===== src/design/pstc_pkg.sv =====
// Shared constants, types and the sine table for the per-slot DDS tone source.
package pstc_pkg;

    // Default samples per chunk, number of slots and field widths
    localparam int CHUNK_DEF = 32;
    localparam int SLOTS     = 4;
    localparam int SLOT_SEL_W = $clog2(SLOTS);
    localparam int SLOT_W    = 8;
    localparam int PHASE_W   = 32;
    localparam int STEP_W    = 31;
    localparam int SAMPLE_W  = 8;
    localparam int ROM_AW    = 8;

    // Seeded start of one chunk: starting phase and per-sample step
    typedef struct packed {
        logic [PHASE_W-1:0] phase;
        logic [STEP_W-1:0]  step;
    } t_seed;

    // One sample request toward the table lookup stage
    typedef struct packed {
        logic [ROM_AW-1:0] idx;
        logic              last;
    } t_tap;

    // 128 + round(100 * sin(2*pi*i/256))
    localparam logic [SAMPLE_W-1:0] WAVE_ROM [256] = '{
        8'd128, 8'd130, 8'd133, 8'd135, 8'd138, 8'd140, 8'd143, 8'd145,
        8'd148, 8'd150, 8'd152, 8'd155, 8'd157, 8'd159, 8'd162, 8'd164,
        8'd166, 8'd169, 8'd171, 8'd173, 8'd175, 8'd177, 8'd179, 8'd181,
        8'd184, 8'd186, 8'd188, 8'd190, 8'd191, 8'd193, 8'd195, 8'd197,
        8'd199, 8'd200, 8'd202, 8'd204, 8'd205, 8'd207, 8'd208, 8'd210,
        8'd211, 8'd212, 8'd214, 8'd215, 8'd216, 8'd217, 8'd218, 8'd219,
        8'd220, 8'd221, 8'd222, 8'd223, 8'd224, 8'd224, 8'd225, 8'd226,
        8'd226, 8'd227, 8'd227, 8'd227, 8'd228, 8'd228, 8'd228, 8'd228,
        8'd228, 8'd228, 8'd228, 8'd228, 8'd228, 8'd227, 8'd227, 8'd227,
        8'd226, 8'd226, 8'd225, 8'd224, 8'd224, 8'd223, 8'd222, 8'd221,
        8'd220, 8'd219, 8'd218, 8'd217, 8'd216, 8'd215, 8'd214, 8'd212,
        8'd211, 8'd210, 8'd208, 8'd207, 8'd205, 8'd204, 8'd202, 8'd200,
        8'd199, 8'd197, 8'd195, 8'd193, 8'd191, 8'd190, 8'd188, 8'd186,
        8'd184, 8'd181, 8'd179, 8'd177, 8'd175, 8'd173, 8'd171, 8'd169,
        8'd166, 8'd164, 8'd162, 8'd159, 8'd157, 8'd155, 8'd152, 8'd150,
        8'd148, 8'd145, 8'd143, 8'd140, 8'd138, 8'd135, 8'd133, 8'd130,
        8'd128, 8'd126, 8'd123, 8'd121, 8'd118, 8'd116, 8'd113, 8'd111,
        8'd108, 8'd106, 8'd104, 8'd101, 8'd99,  8'd97,  8'd94,  8'd92,
        8'd90,  8'd87,  8'd85,  8'd83,  8'd81,  8'd79,  8'd77,  8'd75,
        8'd72,  8'd70,  8'd68,  8'd66,  8'd65,  8'd63,  8'd61,  8'd59,
        8'd57,  8'd56,  8'd54,  8'd52,  8'd51,  8'd49,  8'd48,  8'd46,
        8'd45,  8'd44,  8'd42,  8'd41,  8'd40,  8'd39,  8'd38,  8'd37,
        8'd36,  8'd35,  8'd34,  8'd33,  8'd32,  8'd32,  8'd31,  8'd30,
        8'd30,  8'd29,  8'd29,  8'd29,  8'd28,  8'd28,  8'd28,  8'd28,
        8'd28,  8'd28,  8'd28,  8'd28,  8'd28,  8'd29,  8'd29,  8'd29,
        8'd30,  8'd30,  8'd31,  8'd32,  8'd32,  8'd33,  8'd34,  8'd35,
        8'd36,  8'd37,  8'd38,  8'd39,  8'd40,  8'd41,  8'd42,  8'd44,
        8'd45,  8'd46,  8'd48,  8'd49,  8'd51,  8'd52,  8'd54,  8'd56,
        8'd57,  8'd59,  8'd61,  8'd63,  8'd65,  8'd66,  8'd68,  8'd70,
        8'd72,  8'd75,  8'd77,  8'd79,  8'd81,  8'd83,  8'd85,  8'd87,
        8'd90,  8'd92,  8'd94,  8'd97,  8'd99,  8'd101, 8'd104, 8'd106,
        8'd108, 8'd111, 8'd113, 8'd116, 8'd118, 8'd121, 8'd123, 8'd126
    };

endpackage


===== src/design/pstc_seed.sv =====
// Two-stage seed pipeline: step select and chunk offset, then the phase multiply.
module pstc_seed #(
    parameter int CHUNK = pstc_pkg::CHUNK_DEF
) (
    input  logic                           i_clk,
    input  logic                           i_rst_n,
    input  logic                           i_valid,
    output logic                           o_ready,
    input  logic [pstc_pkg::SLOT_W-1:0]    i_slot,
    input  logic [pstc_pkg::PHASE_W-1:0]   i_chunk,
    input  logic [pstc_pkg::STEP_W-1:0]    i_steps [pstc_pkg::SLOTS],
    output logic                           o_valid,
    input  logic                           i_ready,
    output pstc_pkg::t_seed                o_seed
);

    localparam logic [pstc_pkg::PHASE_W-1:0] CHUNK_LEN = pstc_pkg::PHASE_W'(CHUNK);

    logic                           r_v1;
    logic [pstc_pkg::PHASE_W-1:0]   r_base;
    logic [pstc_pkg::STEP_W-1:0]    r_step1;
    logic                           r_v2;
    pstc_pkg::t_seed                r_seed;
    logic                           s1_ready;
    logic                           s2_ready;

    assign s2_ready = !r_v2 || i_ready;
    assign s1_ready = !r_v1 || s2_ready;
    assign o_ready  = s1_ready;
    assign o_valid  = r_v2;
    assign o_seed   = r_seed;

    // Stage 1: pick the slot's step, scale the chunk index by the chunk length
    always_ff @(posedge i_clk) begin
        if (!i_rst_n) begin
            r_v1 <= 1'b0;
        end else if (s1_ready) begin
            r_v1 <= i_valid;
        end
        if (s1_ready && i_valid) begin
            r_base  <= i_chunk * CHUNK_LEN;
            r_step1 <= i_steps[i_slot[pstc_pkg::SLOT_SEL_W-1:0]];
        end
    end

    // Stage 2: starting phase = offset * step, modulo 2^32
    always_ff @(posedge i_clk) begin
        if (!i_rst_n) begin
            r_v2 <= 1'b0;
        end else if (s2_ready) begin
            r_v2 <= r_v1;
        end
        if (s2_ready && r_v1) begin
            r_seed.phase <= r_base * {1'b0, r_step1};
            r_seed.step  <= r_step1;
        end
    end

endmodule


===== src/design/pstc_gen.sv =====
// Phase accumulator: walks one chunk, one sample request per beat.
module pstc_gen #(
    parameter int CHUNK = pstc_pkg::CHUNK_DEF
) (
    input  logic              i_clk,
    input  logic              i_rst_n,
    input  logic              i_valid,
    output logic              o_ready,
    input  pstc_pkg::t_seed   i_seed,
    output logic              o_valid,
    input  logic              i_ready,
    output pstc_pkg::t_tap    o_tap
);

    localparam int CNT_W = (CHUNK > 1) ? $clog2(CHUNK) : 1;
    localparam logic [CNT_W-1:0] CNT_LAST = CNT_W'(CHUNK - 1);

    logic                           r_busy;
    logic [pstc_pkg::PHASE_W-1:0]   r_phase;
    logic [pstc_pkg::STEP_W-1:0]    r_step;
    logic [CNT_W-1:0]               r_cnt;
    logic                           adv;
    logic                           last;
    logic                           free;

    assign last    = (r_cnt == CNT_LAST);
    assign adv     = r_busy && i_ready;
    assign free    = !r_busy || (adv && last);
    assign o_ready = free;
    assign o_valid = r_busy;
    assign o_tap.idx  = r_phase[pstc_pkg::PHASE_W-1 -: pstc_pkg::ROM_AW];
    assign o_tap.last = last;

    // Load a new seed when free, otherwise step the phase each beat
    always_ff @(posedge i_clk) begin
        if (!i_rst_n) begin
            r_busy <= 1'b0;
        end else if (free) begin
            r_busy <= i_valid;
        end
        if (free && i_valid) begin
            r_phase <= i_seed.phase;
            r_step  <= i_seed.step;
            r_cnt   <= '0;
        end else if (adv && !last) begin
            r_phase <= r_phase + {1'b0, r_step};
            r_cnt   <= r_cnt + 1'b1;
        end
    end

endmodule


===== src/design/pstc_out.sv =====
// Table lookup into the output register.
module pstc_out (
    input  logic                            i_clk,
    input  logic                            i_rst_n,
    input  logic                            i_valid,
    output logic                            o_ready,
    input  pstc_pkg::t_tap                  i_tap,
    output logic                            o_valid,
    input  logic                            i_ready,
    output logic [pstc_pkg::SAMPLE_W-1:0]   o_sample,
    output logic                            o_last
);

    logic                           r_valid;
    logic [pstc_pkg::SAMPLE_W-1:0]  r_sample;
    logic                           r_last;

    assign o_ready  = !r_valid || i_ready;
    assign o_valid  = r_valid;
    assign o_sample = r_sample;
    assign o_last   = r_last;

    // Hold the beat until taken, then load the next looked-up sample
    always_ff @(posedge i_clk) begin
        if (!i_rst_n) begin
            r_valid <= 1'b0;
        end else if (o_ready) begin
            r_valid <= i_valid;
        end
        if (o_ready && i_valid) begin
            r_sample <= pstc_pkg::WAVE_ROM[i_tap.idx];
            r_last   <= i_tap.last;
        end
    end

endmodule


===== src/design/per_slot_dds_tone_chunk_core.sv =====
// Top level of the per-slot DDS tone source: step registers and the sample pipeline.
// The first sample of a chunk goes through four register stages after its input beat:
// seed stage 1, seed stage 2, the phase accumulator and the output register.
// Throughput: CHUNK output beats per input beat, one per cycle unless the output stalls,
// set by the phase accumulator; the next chunk's seed is computed while the current one streams.
// Reset (synchronous, active low) clears all valid flags and the four step registers.
module per_slot_dds_tone_chunk_core #(
    parameter int CHUNK = pstc_pkg::CHUNK_DEF
) (
    input  logic                           i_clk,
    input  logic                           i_rst_n,
    // configuration write port
    input  logic                           i_cfg_we,
    input  logic [pstc_pkg::SLOT_SEL_W-1:0] i_cfg_idx,
    input  logic [pstc_pkg::STEP_W-1:0]    i_cfg_data,
    // input stream
    input  logic                           s_axis_tvalid,
    output logic                           s_axis_tready,
    input  logic [39:0]                    s_axis_tdata,  // [7:0] slot_number, [39:8] chunk_index
    // output stream
    output logic                           m_axis_tvalid,
    input  logic                           m_axis_tready,
    output logic [7:0]                     m_axis_tdata,  // [7:0] sample
    output logic                           m_axis_tlast
);

    logic [pstc_pkg::STEP_W-1:0] r_steps [pstc_pkg::SLOTS];
    logic                        seed_valid;
    logic                        seed_ready;
    pstc_pkg::t_seed             seed;
    logic                        tap_valid;
    logic                        tap_ready;
    pstc_pkg::t_tap              tap;

    // Write the addressed step register
    always_ff @(posedge i_clk) begin
        if (!i_rst_n) begin
            for (int i = 0; i < pstc_pkg::SLOTS; i++) begin
                r_steps[i] <= '0;
            end
        end else if (i_cfg_we) begin
            r_steps[i_cfg_idx] <= i_cfg_data;
        end
    end

    pstc_seed #(.CHUNK(CHUNK)) u_seed (
        .i_clk   (i_clk),
        .i_rst_n (i_rst_n),
        .i_valid (s_axis_tvalid),
        .o_ready (s_axis_tready),
        .i_slot  (s_axis_tdata[7:0]),
        .i_chunk (s_axis_tdata[39:8]),
        .i_steps (r_steps),
        .o_valid (seed_valid),
        .i_ready (seed_ready),
        .o_seed  (seed)
    );

    pstc_gen #(.CHUNK(CHUNK)) u_gen (
        .i_clk   (i_clk),
        .i_rst_n (i_rst_n),
        .i_valid (seed_valid),
        .o_ready (seed_ready),
        .i_seed  (seed),
        .o_valid (tap_valid),
        .i_ready (tap_ready),
        .o_tap   (tap)
    );

    pstc_out u_out (
        .i_clk    (i_clk),
        .i_rst_n  (i_rst_n),
        .i_valid  (tap_valid),
        .o_ready  (tap_ready),
        .i_tap    (tap),
        .o_valid  (m_axis_tvalid),
        .i_ready  (m_axis_tready),
        .o_sample (m_axis_tdata),
        .o_last   (m_axis_tlast)
    );

endmodule

===== config.mk =====
export PLATFORM = sky130hd
export DESIGN_NAME = per_slot_dds_tone_chunk_core
export DESIGN_NICKNAME = d
export VERILOG_FILES = /design/src/design/pstc_pkg.sv /design/src/design/pstc_seed.sv /design/src/design/pstc_gen.sv /design/src/design/pstc_out.sv /design/src/design/per_slot_dds_tone_chunk_core.sv
export SDC_FILE = /design/constraint.sdc
export NUM_CORES = 1
export LEC_CHECK = 0
export BUFFER_PORTS_ARGS = -buffer_cell sky130_fd_sc_hd__buf_2
export CAP_MARGIN = 10
export CELL_PAD_IN_SITES_DETAIL_PLACEMENT = 1
export CELL_PAD_IN_SITES_GLOBAL_PLACEMENT = 1
export CORE_MARGIN = 4
export CORE_UTILIZATION = 51
export DETAILED_ROUTE_END_ITERATION = 6
export PLACE_DENSITY = 0.87
export SYNTH_ARGS = -nofsm -noshare
export SYNTH_HDL_FRONTEND = slang
export SYNTH_SLANG_ARGS = --single-unit

===== constraint.sdc =====
create_clock -name i_clk -period 7.8 [get_ports i_clk]
set_input_delay 0.39 -clock i_clk [delete_from_list [all_inputs] [get_ports i_clk]]
set_output_delay 0.39 -clock i_clk [all_outputs]
set_load 0.1 [all_outputs]

Yosys cells after proc, flatten, opt, wreduce, memory -nomap -nowiden
Memory sizes are Yosys's and may differ from the RTL's. A register that Yosys moved wholly into a read port is not among the register bits.
Cells that the tools add are included.
{"block": "totals", "word_cells": 52, "inputBits": 78, "mem_bits_ro": 2048, "reg_bits": 318, "n_memories": 1, "out_inout_bits": 11}
{"block": "op_classes", "n_lt_le_gt_ge": 3, "n_reduce_logical": 17, "muxes": 8, "n_addsub": 2, "n_bitwise": 3, "multipliers": 1, "eq_ne": 1}
{"memory": "(no name shown)", "words": 256, "width": 8, "read_ports": 1, "rd_clocked_by_memory_dff": 1, "wr": 0, "line": "pstc_out.sv:31", "source": "r_sample <= pstc_pkg::WAVE_ROM[i_tap.idx];"}
{"cell": "bitwise mux 124 bit", "count": 1}
{"cell": "2-to-1 mux 31 bit", "count": 3}
{"cell": "2-to-1 mux 32 bit", "count": 2}
{"cell": "binary-select mux 31 bit (select 2 bit)", "count": 1}
{"cell": "demux 31 bit (select 2 bit)", "count": 1}
{"cell": "adder 32 x 31 -> 32 bit", "count": 1}
{"cell": "multiplier 27 x 31 -> 27 bit", "count": 1}
{"cell": "NOT 8 -> 9 bit", "count": 1}
{"cell": "logical AND 1 bit", "count": 7}
{"cell": "greater-or-equal comparator 3 bit, second input constant", "count": 2}
{"cell": "NOT 2 -> 3 bit", "count": 2}
{"cell": "adder 5 x 1 -> 5 bit, second input constant", "count": 1}
{"cell": "== test 5 bit, second input constant", "count": 1}
{"cell": "zero test 1 bit", "count": 5}
{"cell": "logical OR 1 bit", "count": 4}
{"cell": "less-than comparator 3 x 1 -> 1 bit, second input constant", "count": 1}
{"cell": "nonzero test 2 bit", "count": 1}

Logic depth before layout (Yosys ltp)
{"block": "logic_depth", "ltp_word": 8, "mapped_depth": 25, "depth_no_buf": 24}

Cells and area by module
From an unflattened synthesis, not the netlist that was laid out.
{"block": "unflattened", "hier_cells": 2693, "hier_area_um2": 26839.5}
{"mod": "pstc_seed", "seq_area_each_um2": 3523.4, "instances": 1, "cells_each": 1493, "area_per_inst_um2": 15733.8}
{"mod": "per_slot_dds_tone_chunk_core", "seq_area_each_um2": 2482.4, "instances": 1, "cells_each": 436, "area_per_inst_um2": 4475.5}
{"mod": "pstc_gen", "seq_area_each_um2": 2011.9, "instances": 1, "cells_each": 441, "area_per_inst_um2": 4377.9}
{"mod": "pstc_out", "seq_area_each_um2": 290.3, "instances": 1, "cells_each": 323, "area_per_inst_um2": 2252.2}

Worst setup path before layout
No wires, ideal clock.
{"block": "synth_timing", "path_type": "register to register", "startpoint": "register u_seed.r_base[12] (netlist name)", "endpoint": "register u_seed.r_seed (netlist bit u_seed.o_seed[62]) (data pin)", "n_path_buf": 2, "synth_period_minus_slack_ns": 6.342, "setup_time_ns": 0.258, "slack_ns": 1.458, "stages_incl_launch_ff": 21, "arrival_time_ns": 6.084, "required_time_ns": 7.542, "cell_sequence": "edfxtp_1 -> clkbuf_1 -> clkbuf_1 -> nand2_1 -> fa_1 -> fa_1 -> fa_1 -> fa_1 -> fa_1 -> inv_1 -> fa_1 -> fa_1 -> ha_1 -> and3_1 -> and3b_1 -> nor2b_1 -> a31o_2 -> o311ai_1 -> nor2b_1 -> o21a_1 -> xnor2_1"}
{"block": "synth_via", "elab_chain_len": 1}
{"item": "start: declaration", "line": "pstc_seed.sv:20", "source": "logic [pstc_pkg::PHASE_W-1:0] r_base;"}
{"item": "start signal: assignment", "line": "pstc_seed.sv:41", "source": "r_base <= i_chunk * CHUNK_LEN;"}
{"item": "multiplier 27 x 31 -> 27 bit", "line": "pstc_seed.sv:54", "source": "r_seed.phase <= r_base * {1'b0, r_step1};"}
{"item": "end: declaration", "line": "pstc_seed.sv:23", "source": "pstc_pkg::t_seed r_seed;"}
No other way between the ends.
A chain may end at the register's enable or synchronous reset.

Worst setup path in the final report
{"block": "layout_timing", "startpoint": "register u_seed.r_step1[9] (netlist name)", "endpoint": "register u_seed.r_seed (netlist bit u_seed.o_seed[62]) (data pin)"}
{"block": "layout_via", "elab_chain_len": 1}
{"item": "start: declaration", "line": "pstc_seed.sv:21", "source": "logic [pstc_pkg::STEP_W-1:0] r_step1;"}
{"item": "start signal: assignment", "line": "pstc_seed.sv:42", "source": "r_step1 <= i_steps[i_slot[pstc_pkg::SLOT_SEL_W-1:0]];"}
{"item": "multiplier 27 x 31 -> 27 bit", "line": "pstc_seed.sv:54"}
No other way between the ends.

==> flow_metrics.tcl <==
set metrics [dict create \
    max_freq_mhz 136.5 \
    startpoint_type "flop" \
    synth_cells 2707 \
    async_flop_share_pct 0 \
    cellPowerDensity_nw_per_um2 389.4 \
    synthXorXnorAreaFrac_pct 3.232 \
    rrSetupSlack_ps 470 \
    synth.area.top_cells "edfxtp_1 21%, fa_1 21%, dfxtp_1 10%" \
    viasPerCell 5.921 \
    grt_usage_pct 30.17 \
    crit_chain "buf_4 > nand2_1 > fa_1 > fa_1 > fa_1 > fa_1 > inv_1 > fa_1 > fa_1 > inv_1 > fa_1 > inv_1 > ha_1 > nand2_1 > nand2_1 > a21o_1 > a21oi_1 > nand2_1 > o311ai_1 > nor2b_1 > o21a_1 > xnor2_1" \
    hold_class "in -> reg" \
    setup_slack_ps 471.8 \
    numPortBuffers 77 \
    drive_gt1_share_pct 8.222 \
    antenna_found_initial 7 \
    pre_cts_slack_ps 644.5 \
    cts_made_buffers 37 \
    drt_iter0_markers 1826 \
    crit_path_end_kind "flop" \
    final-max-slew-violation-count 0 \
    cp_slowest_stage_delay_ps 970 \
    switching_power_mw 5.140 \
    worstHoldStart "i_cfg_data[8]" \
    critPathLaunch "u_seed.r_step1[9]$_DFFE_PP_" \
    synth-seq-area-share_pct 31.61 \
    die_x_um 235.0 \
    drc_errors 0 \
    clock-sinks 321 \
    grt_pass1_vias 23430 \
    p_int_mw 6.085 \
    yosys-top-cells-count "485 x nand2_1, 389 x inv_1, 281 x fa_1" \
    status "complete, no violations" \
    synth_compound_area_share_pct 10.89 \
    core_sq_um 50580 \
    clkPwrFrac_pct 16.8 \
    cpMostUsedCell "fa_1" \
    switching_share_pct 45.79 \
    setup_tns_ps 0 \
    postCtsSetupBuffers 0 \
    start_util_pct 51.96 \
    hold_violations 0 \
    synth-seq-cells 321 \
    grt_max_degree 129 \
    critical_path_class "reg -> reg" \
    finalCriticalPeriod_ps 7328 \
    r2r-end "u_seed.o_seed[62]$_DFFE_PP_" \
    skew_ps 44.70 \
    synth_top_area_share_pct 21.48 \
    muxShareOfSynthArea_pct 3.156 \
    synth_top_area_cell "edfxtp_1" \
    die-height_um 235.0 \
    cts_tree "built" \
    area_growth_pct 9.654 \
    synth_ff_type "edfxtp_1" \
    htreeDepth 2 \
    clkTransAtPathRegs_ps 70 \
    ys_types 73 \
    syn_nets 3207 \
    finalCritPeriodShare_pct 93.95 \
    post_drt_wl_per_cell_um 24.38 \
    drv_cap 0 \
    overflow 0 \
    worstMarginPinSlew_ps 1300 \
    rsz0062_at_grt "no" \
    pwr-share-comb_pct 61.6 \
    synthSimpleGateAreaFrac_pct 15.30 \
    synth_area_sq_um 26280 \
    hold_depth 3 \
    ios 89 \
    leakage_nw 12.21 \
    routabilityCongestion 0.8867 \
    synth_top_family_by_area "adder cells" \
    fin_nets 3232 \
    worst-r2r-cell-count 22 \
    drtPass1Iterations 5 \
    grt_pass1_wl_um 131900 \
    fillers 5565 \
    cts_max_path_buffers 3 \
    regToRegStartpoint "u_seed.r_step1[9]$_DFFE_PP_" \
    power_frac_seq_pct 21.6 \
    hpwlAfterDp_um 56340 \
    vias 20350 \
    worstPathRequired_ps 8090 \
    relSlewSlack_pct 13.33 \
    synthAdderAreaFrac_pct 28.15 \
    synth_edf_count 188 \
    std_cell_rows 82 \
    max-vdd-ir-drop_uv 564.0 \
    wirelength_um 83780 \
    yosys_warnings 0 \
    crit_path_max_fanout 16 \
    clk_latency_ps 600 \
    arrival_ps 7620 \
    final_util_pct 56.98 \
    worst_hold_path.endpoint "r_steps[39]$_SDFFE_PN0P_" \
    finalSetupViolCount 0 \
    antenna_left 0 \
    slowest_stage "edfxtp_1" \
    avgSynthCellArea_sq_um 9.710 \
    clockRootBuffer "clkbuf_16" \
    die_area_sq_um 55230 \
    yosys.cell_count.top_type "nand2_1" \
]
what timing repair did:
action	4_1_cts	5_1_grt
hold buffers	27	0
setup endpoints to repair	0	0
resized for setup	0	0
hold endpoints to repair	27	0
registers in the layout, indices dropped and copies added, names as in the netlist:
| name | count |
|---|---|
| r_steps | 124 |
| u_gen.o_valid | 1 |
| u_gen.r_cnt | 5 |
| u_gen.r_phase | 32 |
| u_gen.r_step | 31 |
| u_out.o_last | 1 |
| u_out.o_sample | 8 |
| u_out.o_valid | 1 |
| u_seed.o_seed | 58 |
| u_seed.o_valid | 1 |
| u_seed.r_base | 27 |
| u_seed.r_step1 | 31 |
| u_seed.r_v1 | 1 |
through the flow:
stage / area, sq um / power, mW / hold WS, ps / instances
2_1_floorplan: 26280 / 6.948 / 400.3 / 2707
3_3_place_gp: 27210 / 8.425 / 401.8 / 3338
5_1_grt: 28820 / 11.95 / 98.05 / 3436
6_report: 28820 / 11.22 / 94.16 / 3436
3_5_place_dp: 27210 / 9.110 / 406.3 / 3338
4_1_cts: 28810 / 11.16 / 77.81 / 3433
layer usage:
metal  track usage, %  vias to the layer above  wire length (um)
met5                0                        -                 9
met4            16.22                        2              5074
met3            4.409                      285              4908
met2            54.90                      844             43670
met1            34.15                    10450             30110
li1                 -                     8769                 -
placed cells by master, fill, tap and decap left out, types with 29 or more instances in the layout:
cell       count
a21boi_0     129
a21oi_1       85
and2_1       224
buf_2         77
clkbuf_16     39
dfxtp_1      133
edfxtp_1     188
fa_1         281
ha_1         141
inv_1        389
mux4_2        35
nand2_1      485
nor2_1        77
o21ai_0       51
xnor2_1       68
xor2_1        29
critical path: cells and delay by family, from the launching register on:
family	cells	cell delay (ps)
compound gates	4	950
simple gates	5	690
xor+xnor	1	90
flops	1	970
buf+inv	4	490
fa+ha+maj	8	3850
worst max path at each step:
stage | end | slack [ps] | depth (start not counted)
after floorplan | u_seed.o_seed[62]$_DFFE_PP_ | 1460 | 20
after CTS | u_seed.o_seed[62]$_DFFE_PP_ | 530 | 22
final | u_seed.o_seed[62]$_DFFE_PP_ | 470 | 22
after global placement | u_seed.o_seed[62]$_DFFE_PP_ | 960 | 19
after detailed placement | u_seed.o_seed[62]$_DFFE_PP_ | 640 | 19
after global routing | u_seed.o_seed[62]$_DFFE_PP_ | 210 | 22
power groups by stage:
stage	combinational, mW	sequential [mW]	clock [mW]
4_1_cts	6.85	2.41	1.89
6_report	6.91	2.42	1.89
5_1_grt	7.53	2.43	1.99
3_3_place_gp	6.00	2.43	0
3_5_place_dp	6.66	2.45	0
2_1_floorplan	4.58	2.36	0
logic make-up after synthesis:
logic type	after synthesis
buf+inv	536
simple gates	867
mux	39
compound gates	424
flops	321
fa+ha+maj	423
xor+xnor	97
final cells by class:
type | count | area, sq um | area share, %
Clock buffer | 48 | 1064 | 3.690
Tap cell | 672 | 840.8 | 2.917
Antenna cell | 3 | 7.507 | 0.02605
Multi-Input combinational cell | 1850 | 16010 | 55.55
Sequential cell | 321 | 8308 | 28.83
Inverter | 392 | 1471 | 5.105
Clock inverter | 20 | 267.8 | 0.9290
Timing Repair Buffer | 130 | 850.8 | 2.952
No activity file was read; power rests on OpenSTA's default activity.
